==> src/hdl/rsx_pkg.sv <==
// ----------------------------------------------------------------------------
// rsx_pkg
// Shared types and constants for the ray and segment crossing block.
// ----------------------------------------------------------------------------
package rsx_pkg;

  localparam int CoordW     = 32;
  localparam int DiffW      = 33;
  localparam int ProdW      = 68;
  localparam int MagW       = 67;
  localparam int MulW       = 34;
  localparam int NumW       = 101;
  localparam int QuotW      = 41;
  localparam int TolW       = 8;
  localparam int QueueDepth = 4;

  localparam logic [TolW-1:0]  TolReset  = 8'd1;
  localparam logic [QuotW-1:0] QuotLimit = 41'h100_0000_0000;

  typedef enum logic [1:0] {
    CLS_MISS,
    CLS_BOTH,
    CLS_ONE,
    CLS_GEN
  } cls_t;

  typedef enum logic [1:0] {
    DST_X,
    DST_Y,
    DST_Z
  } dst_t;

  typedef struct packed {
    cls_t                      cls;
    logic signed [CoordW-1:0]  sx;
    logic signed [CoordW-1:0]  sz;
    logic signed [CoordW-1:0]  dx;
    logic signed [CoordW-1:0]  dz;
    logic signed [CoordW-1:0]  ax;
    logic signed [CoordW-1:0]  ay;
    logic signed [CoordW-1:0]  az;
    logic signed [CoordW-1:0]  bx;
    logic signed [CoordW-1:0]  by;
    logic signed [CoordW-1:0]  bz;
    logic signed [DiffW-1:0]   dbx;
    logic signed [DiffW-1:0]   dby;
    logic signed [DiffW-1:0]   dbz;
    logic signed [DiffW-1:0]   dsx;
    logic signed [DiffW-1:0]   dsz;
    logic signed [CoordW-1:0]  xr;
    logic signed [CoordW-1:0]  zr;
    logic                      lerp_en;
    dst_t                      lerp_dst;
    logic signed [CoordW-1:0]  lerp_base;
    logic signed [DiffW-1:0]   lerp_off;
    logic signed [DiffW-1:0]   lerp_num;
    logic signed [DiffW-1:0]   lerp_den;
  } job_t;

endpackage

==> src/hdl/rsx_queue.sv <==
// ----------------------------------------------------------------------------
// rsx_queue
// Short first-in first-out buffer of classified requests.
// ----------------------------------------------------------------------------
module rsx_queue #(
  parameter int DEPTH = rsx_pkg::QueueDepth
) (
  input  logic          clk,
  input  logic          rst,
  input  logic          push,
  input  rsx_pkg::job_t wdata,
  input  logic          pop,
  output rsx_pkg::job_t rdata,
  output logic          valid,
  output logic          full
);

  localparam int PtrW = $clog2(DEPTH);
  localparam int CntW = $clog2(DEPTH + 1);

  rsx_pkg::job_t   mem [DEPTH];
  logic [PtrW-1:0] wr_ptr, rd_ptr;
  logic [CntW-1:0] count;

  assign rdata = mem[rd_ptr];
  assign valid = (count != '0);
  assign full  = (count == CntW'(DEPTH));

  always_ff @(posedge clk) begin
    if (rst) begin
      wr_ptr <= '0;
      rd_ptr <= '0;
      count  <= '0;
    end else begin
      if (push) begin
        wr_ptr <= (wr_ptr == PtrW'(DEPTH - 1)) ? '0 : wr_ptr + 1'b1;
      end
      if (pop) begin
        rd_ptr <= (rd_ptr == PtrW'(DEPTH - 1)) ? '0 : rd_ptr + 1'b1;
      end
      if (push && !pop) begin
        count <= count + 1'b1;
      end else if (pop && !push) begin
        count <= count - 1'b1;
      end
    end
  end

  always_ff @(posedge clk) begin
    if (push) begin
      mem[wr_ptr] <= wdata;
    end
  end

endmodule

==> config.mk <==
export PLATFORM = sky130hd
export DESIGN_NAME = rsx_queue
export DESIGN_NICKNAME = d
export VERILOG_FILES = /design/src/hdl/rsx_pkg.sv /design/src/hdl/rsx_queue.sv
export SDC_FILE = /design/constraint.sdc
export NUM_CORES = 2
export LEC_CHECK = 0
export BUFFER_PORTS_ARGS = -buffer_cell sky130_fd_sc_hd__buf_2
export CAP_MARGIN = 20
export CORE_MARGIN = 2
export CORE_UTILIZATION = 33
export CTS_BUF_LIST = sky130_fd_sc_hd__clkbuf_2
export DETAILED_ROUTE_END_ITERATION = 16
export PLACE_DENSITY = 0.65
export SETUP_SLACK_MARGIN = 0.4
export SLEW_MARGIN = 10
export SYNTH_ARGS = -nofsm -noshare
export SYNTH_HDL_FRONTEND = slang
export SYNTH_SLANG_ARGS = --single-unit
==> constraint.sdc <==
create_clock -name clk -period 20.3 [get_ports clk]
set_clock_uncertainty 0.1 [all_clocks]
set_input_delay 3.045 -clock clk [delete_from_list [all_inputs] [get_ports clk]]
set_output_delay 3.045 -clock clk [all_outputs]
set_load 0.02 [all_outputs]
======== Word level (Yosys, flattened, before mapping) ========
Memory sizes are Yosys's and may differ from the RTL's. A register that Yosys moved wholly into a read port is not among the register bits.
Cells that the tools add are included.
W data, S select, Z words.
word-level totals
  flip-flop bits (word level) ............. 7
  memory bits (writable) .................. 2740
  input bits .............................. 689
  output and inout bits ................... 687
  memories kept ........................... 1
operators by class
  add/subtract/negate cells ............... 4
  equal/unequal tests ..................... 3
  mux-type cells .......................... 8
  reductions and logical operators ........ 6
memory list
  name  depth  width  rd ports  clocked after Yosys merged registers in  wr ports  line             text
  mem   4      685    1         1                                        1         rsx_queue.sv:21  rsx_pkg::job_t mem [DEPTH];
operator list
  operator               count
  $mux W2                4
  $mux W3                2
  $add A2 B1 Y2 const B  2
  $eq A2 B2 Y1 const B   2
  $add A3 B1 Y3 const B  1
  $eq A3 B3 Y1 const B   1
  $reduce_bool A3 Y1     1
  $sub A3 B1 Y3 const B  1
  $logic_and A1 B1 Y1    2
  $logic_not A1 Y1       2
  $mux W1                2
  $reduce_bool A2 Y1     1

======== Longest topological paths before layout ========
  depth in word-level cells ............... 4
  gate-level depth with buffers ........... 7
  depth with buffers taken out ............ 7

======== Worst setup path after synthesis ========
Ideal clock, no wire load.
  path kind ............................... input to register
  start point ............................. input push
  end point ............................... memory mem[0][0] (netlist name), enable pin
  setup time .............................. 1.139 ns
  arrival time ............................ 18.392 ns
  slack ................................... 0.669 ns
  stages .................................. 1
  path buffers ............................ 0
  cell sequence ........................... and2_1
on the way
  word-level cells in the longest chain between the ends .. 2
RTL lines
  what                           line             text
  start: declaration             rsx_queue.sv:10  input logic push,
  $mux W1                        rsx_queue.sv:50  if (push) begin
  $mux W1 (not written as such)  rsx_queue.sv:51  mem[wr_ptr] <= wdata;
  end: declaration               rsx_queue.sv:21
No other way between the ends.

==> qor.yml <==
place:
  portBuffers: 1375
  hpwl_um: 173000
  routabilityCongestion: 0.819
  dp_cells: 8867
final_layout:
  fin_nets: 6280
  final_common_cell: "edfxtp_1"
  final_cell_mix: "2740 x edfxtp_1, 1375 x buf_2, 936 x clkbuf_2, 685 x mux4_2, 133 x clkinv_1"
  fill_cells: 27100
  instances_no_fill: 10100
  area_delta_synth_final_pct: 17.5
  drive_gt1_share_pct: 51.9
  fin_util_pct: 39.0
synthesis:
  yosys.area_share.simple_pct: 0.0793
  synth_top_family_by_area: "multiplexers"
  ys_ff_latch: 2749
  synth_top_area_share_pct: 82.8
  synthXorXnorAreaFrac_pct: 0.0176
  seq_area_frac_synth_pct: 83.0
  syn_nets: 4317
  yosys.area_share.adder_pct: 0.0957
  synth_area_um2: 99400
  yosys.area.top_type: "edfxtp_1"
  ys_warn_count: 0
  synthMuxAreaShare_pct: 15.6
  synth-compound-area-share_pct: 0.0151
  syn_inst: 3621
  postSynthAreaPerCell_um2: 27.4
  synth_area_leaders: "edfxtp_1 83%, mux4_2 16%, buf_6 0.83%, buf_2 0.35%, dfxtp_1 0.18%"
  synth_cell_type_count: 18
critical_path:
  path_common_cell: "buf_4"
  cp_slowest_cell: "dfxtp_4"
  cp-start-kind: "flop"
  rr_startpoint: "wr_ptr[1]"
  crit_chain: "buf_12 -> buf_4 -> buf_4 -> buf_4 -> mux4_2 -> buf_2"
  critPathArrivalTime_ns: 6.56
  worstReg2RegEnd: "mem[0][131]"
  slowest_delay_ns: 0.76
  rrSetupSlack_ns: 15.10
  crit_type: "reg2out"
  cp_max_fo: 76
  r2r.worst_path.cells: 7
  crit_required_ns: 17.15
  cp-end-kind: "primary output"
cts:
  cts-resized-gates: 0
  clk_latency_ns: 1.86
  clk_pin_slew_ns: 0.10
  numCtsBuffers: 673
  cts_buffer_depth: 4
  cts-root-buf: "clkbuf_2"
  h-tree-depth: 6
  cts_tree: "done"
  cts-hold-fix-buffers: 0
  cts_setup_buffers: 0
  clkSinkCount: 2749
global_routing:
  grt_antenna_before_repair: 221
  overflow: 0
  grt_use_total_pct: 16.4
  grt_pass1_vias: 51100
  grt_max_degree: 135
  grt_pass1_wl_um: 363000
die:
  start_util_pct: 33.1
  row_count: 201
  die_area_um2: 305000
  core_um2: 300000
  pin_count: 1376
  die_w_um: 553
  dieHeight_um: 553
routing:
  wl_per_cell_um: 25.5
  drt_iter0_drc: 4184
  antenna_left: 0
  num_vias: 48800
  drc_errors: 0
  wl_um: 257000
  routed_via_density: 4.84
  dr.pass1.iters: 5
sta:
  fmax_mhz: 103
  slew-limit-headroom_pct: 25.6
  worstMarginPinSlew_ns: 1.12
  period_minus_slack_ns: 9.71
  setup-violations-final: 0
  hold_viol: 0
  min_period_over_period_pct: 47.8
  rsz0062_at_grt: "false"
  report.final.slew_viol_count: 0
  tns_ns: 0
hold_path:
  min_from: "rd_ptr[1]"
  holdCritPathClass: "reg2reg"
  hold_path_depth: 2
pwr:
  p_leak_nw: 39.3
  ir_drop_uv: 57.4
  powerDensity_nw_per_um2: 97.4
  p_total_w: 0.0114
status:
  status: "finished, final reports clean"
flow_run:
  cap_violations: 0
logic make-up (layout without fill, tap and decap cells):
logic type / after synthesis / in the layout
AOI/OAI and AO/OA: 3 / 3
xor gates and xnor gates: 2 / 2
adders and majority gates: 7 / 7
buffers and inverters: 156 / 2585
DFF: 2749 / 2749
muxes: 689 / 689
other: 0 / 80
and+or+nand+nor: 15 / 15
worst max-delay path by stage:
stage / from / endpoint / slack [ns]
5_1_grt: flop / rdata[274] / 9.75
2_1_floorplan: push / mem[0][0] / 0.67
6_report: flop / rdata[274] / 10.59
3_3_place_gp: flop / rdata[273] / 12.34
4_1_cts: flop / rdata[274] / 9.98
3_5_place_dp: flop / rdata[274] / 12.29
area by class of cell:
| type | count | area, um^2 | area share, % |
|---|---|---|---|
| Tap cell | 3958 | 4950 | 4.24 |
| Inverter | 4 | 15.0 | 0.0129 |
| Clock inverter | 205 | 1250 | 1.07 |
| Sequential cell | 2749 | 82500 | 70.6 |
| Multi-Input combinational cell | 716 | 15700 | 13.4 |
| Antenna cell | 80 | 200 | 0.171 |
| Clock buffer | 936 | 4680 | 4.01 |
| Timing Repair Buffer | 1440 | 7530 | 6.45 |
critical path: cells and delay by family (launching register included):
family                 cells  cell delay, ns
buffers and inverters      5            3.01
DFF                        1            0.76
muxes                      1            0.60
power breakdown:
group | switching [W] | internal, W | leakage, nW
clock | 0.00226 | 0.00132 | 4.45
combinational | 0.000802 | 0.000443 | 9.65
sequential | 0.0000534 | 0.00650 | 25.2
Yosys cell counts:
cell / instances
nor2_1: 7
o21ai_0: 1
buf_2: 70
a21oi_1: 2
buf_1: 2
buf_6: 73
fa_1: 1
inv_1: 4
dfxtp_1: 9
mux2i_1: 4
or3_1: 2
ha_1: 6
and2_1: 4
clkbuf_1: 7
xor2_1: 2
mux4_2: 685
nor3b_1: 2
edfxtp_1: 2740
state kept, by name (all words and copies together), names as in the netlist, named ones only:
| name | count |
|---|---|
| count | 3 |
| rd_ptr | 2 |
| mem | 2740 |
| wr_ptr | 2 |
metal layers:
metal | GRT usage, % | vias up | share of wire [%]
met4 | 6.30 | 140 | 3.6
li1 | - | 20300 | -
met3 | 9.25 | 758 | 14
met2 | 25.9 | 2463 | 47
met5 | 0 | - | 0.36
met1 | 18.3 | 25100 | 35
through the flow:
step	instance area [um^2]	hold slack, ns	setup WS, ns
after global routing	117000	0.386	9.75
after floorplan	99400	0.355	0.669
final	117000	0.322	10.59
after detailed placement	111000	0.423	12.29
after global placement	111000	0.378	12.34
after CTS	117000	0.376	9.98
Note: power is estimated with default switching activity, not from simulation.
