===== src/hdl/rsx_pkg.sv =====
// ----------------------------------------------------------------------------
// rsx_pkg
// Shared types and constants for the ray and segment crossing block.
// ----------------------------------------------------------------------------
package rsx_pkg;

  localparam int CoordW     = 32;
  localparam int DiffW      = 33;
  localparam int ProdW      = 68;
  localparam int MagW       = 67;
  localparam int MulW       = 34;
  localparam int NumW       = 101;
  localparam int QuotW      = 41;
  localparam int TolW       = 8;
  localparam int QueueDepth = 4;

  localparam logic [TolW-1:0]  TolReset  = 8'd1;
  localparam logic [QuotW-1:0] QuotLimit = 41'h100_0000_0000;

  typedef enum logic [1:0] {
    CLS_MISS,
    CLS_BOTH,
    CLS_ONE,
    CLS_GEN
  } cls_t;

  typedef enum logic [1:0] {
    DST_X,
    DST_Y,
    DST_Z
  } dst_t;

  typedef struct packed {
    cls_t                      cls;
    logic signed [CoordW-1:0]  sx;
    logic signed [CoordW-1:0]  sz;
    logic signed [CoordW-1:0]  dx;
    logic signed [CoordW-1:0]  dz;
    logic signed [CoordW-1:0]  ax;
    logic signed [CoordW-1:0]  ay;
    logic signed [CoordW-1:0]  az;
    logic signed [CoordW-1:0]  bx;
    logic signed [CoordW-1:0]  by;
    logic signed [CoordW-1:0]  bz;
    logic signed [DiffW-1:0]   dbx;
    logic signed [DiffW-1:0]   dby;
    logic signed [DiffW-1:0]   dbz;
    logic signed [DiffW-1:0]   dsx;
    logic signed [DiffW-1:0]   dsz;
    logic signed [CoordW-1:0]  xr;
    logic signed [CoordW-1:0]  zr;
    logic                      lerp_en;
    dst_t                      lerp_dst;
    logic signed [CoordW-1:0]  lerp_base;
    logic signed [DiffW-1:0]   lerp_off;
    logic signed [DiffW-1:0]   lerp_num;
    logic signed [DiffW-1:0]   lerp_den;
  } job_t;

endpackage


===== src/hdl/rsx_front.sv =====
// ----------------------------------------------------------------------------
// rsx_front
// Classifies a request: tolerance tests, fixed coordinates and the case to run.
// ----------------------------------------------------------------------------
module rsx_front (
  input  logic [rsx_pkg::TolW-1:0]          tol,
  input  logic signed [rsx_pkg::CoordW-1:0] start_x,
  input  logic signed [rsx_pkg::CoordW-1:0] start_z,
  input  logic signed [rsx_pkg::CoordW-1:0] dir_x,
  input  logic signed [rsx_pkg::CoordW-1:0] dir_z,
  input  logic signed [rsx_pkg::CoordW-1:0] end_a_x,
  input  logic signed [rsx_pkg::CoordW-1:0] end_a_y,
  input  logic signed [rsx_pkg::CoordW-1:0] end_a_z,
  input  logic signed [rsx_pkg::CoordW-1:0] end_b_x,
  input  logic signed [rsx_pkg::CoordW-1:0] end_b_y,
  input  logic signed [rsx_pkg::CoordW-1:0] end_b_z,
  output rsx_pkg::job_t                     job
);

  function automatic logic near(input logic signed [32:0] v, input logic [7:0] t);
    logic signed [33:0] w;
    logic signed [33:0] tt;
    w    = 34'(v);
    tt   = $signed({26'b0, t});
    near = (w <= tt) && (-w <= tt);
  endfunction

  logic signed [32:0] dx33, dz33, dbx, dby, dbz, dsx, dsz;
  logic signed [31:0] xr, zr;
  logic               xs, zs, miss;

  always_comb begin
    dx33 = 33'(dir_x);
    dz33 = 33'(dir_z);
    dbx  = 33'(end_b_x) - 33'(end_a_x);
    dby  = 33'(end_b_y) - 33'(end_a_y);
    dbz  = 33'(end_b_z) - 33'(end_a_z);
    dsx  = 33'(start_x) - 33'(end_a_x);
    dsz  = 33'(start_z) - 33'(end_a_z);

    xs   = near(dx33, tol);
    zs   = near(dz33, tol);
    xr   = xs ? start_x : '0;
    zr   = zs ? start_z : '0;
    miss = 1'b0;

    if (near(dbx, tol)) begin
      if (xs) begin
        if (end_a_x != xr) miss = 1'b1;
      end else begin
        xs = 1'b1;
        xr = end_a_x;
      end
    end
    if (!miss && near(dbz, tol)) begin
      if (zs) begin
        if (end_a_z != zr) miss = 1'b1;
      end else begin
        zs = 1'b1;
        zr = end_a_z;
      end
    end

    job           = '0;
    job.sx        = start_x;
    job.sz        = start_z;
    job.dx        = dir_x;
    job.dz        = dir_z;
    job.ax        = end_a_x;
    job.ay        = end_a_y;
    job.az        = end_a_z;
    job.bx        = end_b_x;
    job.by        = end_b_y;
    job.bz        = end_b_z;
    job.dbx       = dbx;
    job.dby       = dby;
    job.dbz       = dbz;
    job.dsx       = dsx;
    job.dsz       = dsz;
    job.lerp_dst  = rsx_pkg::DST_X;

    if (miss) begin
      job.cls = rsx_pkg::CLS_MISS;
    end else if (xs && zs) begin
      job.cls = rsx_pkg::CLS_BOTH;
    end else if (xs) begin
      job.cls = rsx_pkg::CLS_ONE;
      if (dir_x != '0) begin
        job.lerp_en   = 1'b1;
        job.lerp_dst  = rsx_pkg::DST_Z;
        job.lerp_base = start_z;
        job.lerp_off  = 33'(xr) - 33'(start_x);
        job.lerp_num  = dz33;
        job.lerp_den  = dx33;
      end else if (dbx != '0) begin
        job.lerp_en   = 1'b1;
        job.lerp_dst  = rsx_pkg::DST_Z;
        job.lerp_base = end_a_z;
        job.lerp_off  = 33'(xr) - 33'(end_a_x);
        job.lerp_num  = dbz;
        job.lerp_den  = dbx;
      end else if (dir_z < 0) begin
        zr = (end_a_z < end_b_z) ? end_a_z : end_b_z;
      end else begin
        zr = (end_a_z > end_b_z) ? end_a_z : end_b_z;
      end
    end else if (zs) begin
      job.cls = rsx_pkg::CLS_ONE;
      if (dir_z != '0) begin
        job.lerp_en   = 1'b1;
        job.lerp_dst  = rsx_pkg::DST_X;
        job.lerp_base = start_x;
        job.lerp_off  = 33'(zr) - 33'(start_z);
        job.lerp_num  = dx33;
        job.lerp_den  = dz33;
      end else if (dbz != '0) begin
        job.lerp_en   = 1'b1;
        job.lerp_dst  = rsx_pkg::DST_X;
        job.lerp_base = end_a_x;
        job.lerp_off  = 33'(zr) - 33'(end_a_z);
        job.lerp_num  = dbx;
        job.lerp_den  = dbz;
      end else if (dir_x < 0) begin
        xr = (end_a_x < end_b_x) ? end_a_x : end_b_x;
      end else begin
        xr = (end_a_x > end_b_x) ? end_a_x : end_b_x;
      end
    end else begin
      job.cls = rsx_pkg::CLS_GEN;
    end

    job.xr = xr;
    job.zr = zr;
  end

endmodule


===== config.mk =====
export PLATFORM = sky130hd
export DESIGN_NAME = rsx_front
export DESIGN_NICKNAME = d
export VERILOG_FILES = /design/src/hdl/rsx_pkg.sv /design/src/hdl/rsx_front.sv
export SDC_FILE = /design/constraint.sdc
export NUM_CORES = 2
export LEC_CHECK = 0
export BUFFER_PORTS_ARGS = -buffer_cell sky130_fd_sc_hd__buf_2
export CAP_MARGIN = 30
export CORE_AREA = 2 2 397 399
export DETAILED_ROUTE_END_ITERATION = 8
export DIE_AREA = 0 0 399 401
export GPL_ROUTABILITY_DRIVEN = 0
export GPL_TIMING_DRIVEN = 0
export SYNTH_ARGS = -nofsm -noshare
export SYNTH_HDL_FRONTEND = slang
export SYNTH_SLANG_ARGS = --single-unit

===== constraint.sdc =====
create_clock -name vclk -period 18.46
set_input_delay 3.692 -clock vclk [all_inputs]
set_output_delay 3.692 -clock vclk [all_outputs]
set_load 0.01 [all_outputs]

### After elaboration in Yosys (flattened, before gate mapping)

Index checks and enable logic that the tools add are counted.

* logic and storage cells: 83
* output and inout port bits: 685
* memories: 0
* bits in writable memories: 0
* memory bits (read-only): 0
* latch bits: 0
* flip-flop bits (word level): 0
* input bits: 328

* magnitude comparators: 14
* bitwise logic cells: 0
* divide/modulo/power cells: 0
* muxes and demuxes: 43
* shift-type cells: 0
* $mul: 0
* add/subtract/negate cells: 13
* reductions and logical operators: 11
* eq/ne operators: 2

Operators with widths (count)
* $mux W134: 8
* $mux W32: 23
* $sub A32 B32 Y33: 9
* $le A34 B9 Y1: 4
* $neg A32 Y34: 2
* $neg A33 Y34: 2
* $le A33 B9 Y1: 2
* $reduce_bool A33 Y1: 2
* $gt A32 B32 Y1: 2
* $le A32 B9 Y1: 2
* $lt A32 B1 Y1 const B: 2
* $lt A32 B32 Y1: 2
* $ne A32 B32 Y1: 2
* $reduce_bool A32 Y1: 2
* $mux W1: 10
* $logic_and A1 B1 Y1: 6
* $mux W2: 2
* $logic_not A1 Y1: 1

### Depth between registers and ports, before layout

* depth in word-level cells: 18
* depth in mapped cells: 44
* mapped depth without buffers: 42

### Worst setup path before layout

OpenSTA, ideal clock, no wires.

* path type: in2out
* from: input port end_b_x[0] (netlist name)
* to: output port job[98] (netlist name)
* cell stages on the path: 41
* setup slack: 2106 ps
* data required time: 14768 ps
* path buffers: 2
* arrival: 12662 ps
* path through: inv_1 -> ha_1 -> fa_1 -> nand2b_1 -> a21oi_1 -> o211a_1 -> a21oi_2 -> o311ai_1 -> o211ai_1 -> or2_1 -> or4_4 -> nor4_1 -> ha_1 -> a21oi_1 -> o2111ai_1 -> nand4b_1 -> a2111oi_0 -> o2111ai_1 -> [... 5 more ...] -> o21ai_0 -> fa_1 -> a211oi_1 -> o21ai_0 -> and3b_1 -> a221oi_1 -> o21ai_0 -> nor4_1 -> nor3_1 -> a41oi_1 -> a21oi_1 -> a221o_1 -> o41ai_1 -> o21ai_0 -> nand2_1 -> nand4_1 -> a31o_2 -> a21oi_1

RTL lines
* start, declared: line rsx_front.sv:14 `input logic signed [rsx_pkg::CoordW-1:0] end_b_x,`
* end, declared: line rsx_front.sv:17 `output rsx_pkg::job_t job`

==> flow_metrics.tcl <==
set metrics [dict create \
    syn_nets 5043 \
    grtUsageMet2 0.406 \
    grt_pass1_wl_mm 300 \
    fmax_mhz 55.5 \
    ant_nets 0 \
    yosysMostFrequentCell "nor2_1" \
    syn_to_final_growth_pct 28.8 \
    ctsHoldBuffers 0 \
    pre_cts_slack_ns -1.03 \
    path_class "input pin to primary output" \
    post_drt_wl_per_cell_um 30.6 \
    synth_top_area_share 0.156 \
    dp.cells 7437 \
    antenna_found_initial 65 \
    numPortBuffers 1004 \
    route.detailed.drc 0 \
    cp_slowest_cell "or4_4" \
    critPathLaunchType "input pin" \
    grt_max_degree 11 \
    slowest_delay_ns 0.58 \
    worstPathArrival_ns 14.32 \
    grt.busiest_layer "met2" \
    n_fill_cell 17713 \
    final_layout_size_suffix_gt1_frac 0.280 \
    grt_pass1_vias 37544 \
    min_period_ns 18.01 \
    ios 1013 \
    fin_hold_ws_ns 7.57 \
    report.final.slew_viol_count 0 \
    drt_wl_total_mm 228 \
    netlist_instances 4349 \
    finalSetupViolCount 0 \
    yosys.area.top_type "ha_1" \
    core_sq_mm 0.156 \
    drt_iter0_markers 5085 \
    ys_types 108 \
    syn_area_per_cell_sq_um 6.59 \
    worstMarginPinSlew_ns 1.16 \
    synth.area.top_cells "ha_1 16%, buf_4 8.4%, a21oi_1 6.4%" \
    end_kind "primary output" \
    critPathMaxFanout 10 \
    start_util 0.184 \
    maxCapViolCount 0 \
    final_nets 6083 \
    multi_input_area_sq_mm 0.0247 \
    syn-cell-area_sq_mm 0.0287 \
    worst_ep_required_time_ns 14.77 \
    synth_common_cells "384 x nor2_1, 369 x a21oi_1, 357 x ha_1, 322 x buf_4, 271 x inv_1" \
    clock_buffers 0 \
    grt.total_usage 0.265 \
    synth-seq-area-share 0 \
    setup_slack_ns 0.447 \
    route.vias.total 40931 \
    hold_viol_final 0 \
    die-area_sq_mm 0.160 \
    period_share 0.976 \
    grtUsageMet1 0.291 \
    status "finished clean" \
    seq_cell_count 0 \
    drt_first_pass_iters 7 \
    final_cells 7463 \
    die_w_um 399 \
    via_per_inst 5.48 \
    crit_top_cell "buf_2" \
    synth_warnings 0 \
    grt_overflow_total 0 \
    die_h_um 401 \
    hp-class "input pin to primary output" \
    dp_hpwl_mm 198 \
    grtUsageMet3 0.125 \
    seq_area_sq_um 0 \
    relSlewSlack 0.228 \
    num_rows 145 \
]
[repair_timing]
action                     CTS  global route
resized for setup           15            49
pin swaps                    2             3
setup endpoints to repair   14            13
buffers inserted             2             7
[path summary, 6_finish.rpt]
path	start	end	slack, ns	cells past startpoint
max	end_a_x[13]	job[97]	0.45	43
min	end_a_z[14]	job[473]	7.57	2
[per-layer routing]
| metal | share of wire | vias to the layer above |
|---|---|---|
| met5 | 0.0014 | - |
| met4 | 0.089 | 52 |
| met3 | 0.14 | 866 |
| met2 | 0.42 | 2940 |
| met1 | 0.35 | 19202 |
| li1 | - | 17871 |
[cells in the final DEF, fill, tap and decap left out, types with 61 or more instances in the layout]
master and n:
xnor2_1 172, a31oi_1 76, inv_1 266, a21oi_1 365, xor2_1 117, o21ai_0 232, ha_1 355, nand3_1 149
o21a_1 61, clkbuf_1 172, nor3_1 246, nor2_1 383, a21o_1 100, buf_2 1026, o22a_1 61, buf_4 352
nand2_1 196
[logic make-up (layout without fill, tap and decap cells)]
family,count (synthesis),after routing,share of synthesized area
buf+inv,805,1843,0.149
mux,51,51,0.0185
fa+ha+maj,366,366,0.162
simple gates,1417,1417,0.250
compound gates,1414,1414,0.329
other cells,1,19,0.000131
xor+xnor,295,295,0.0904
[critical path, delay by kind of cell]
family	cells	cell delay [ns]
XOR/XNOR	1	0.12
AO/OA/AOI/OAI	23	5.88
AND/OR/NAND/NOR	8	1.87
buffers and inverters	8	1.86
adder cells (fa/ha/maj)	3	0.89
[area by class of cell]
type / instances / area share
multi-input cells: 3544 / 0.669
repair buffers: 1041 / 0.144
plain buffers: 528 / 0.0879
well taps: 2058 / 0.0697
inverters: 274 / 0.0284
diodes: 18 / 0.00122
[stage by stage]
| stage | instance area (sq um) | setup TNS [ns] | util |
|---|---|---|---|
| finish | 36900 | 0 | 0.237 |
| global route | 36900 | -0.0363 | 0.237 |
| CTS | 36600 | 0 | 0.235 |
| detailed placement | 36500 | -7.00 | 0.235 |
| global placement | 36300 | -16.65 | 0.233 |
| floorplan | 28700 | 0 | - |
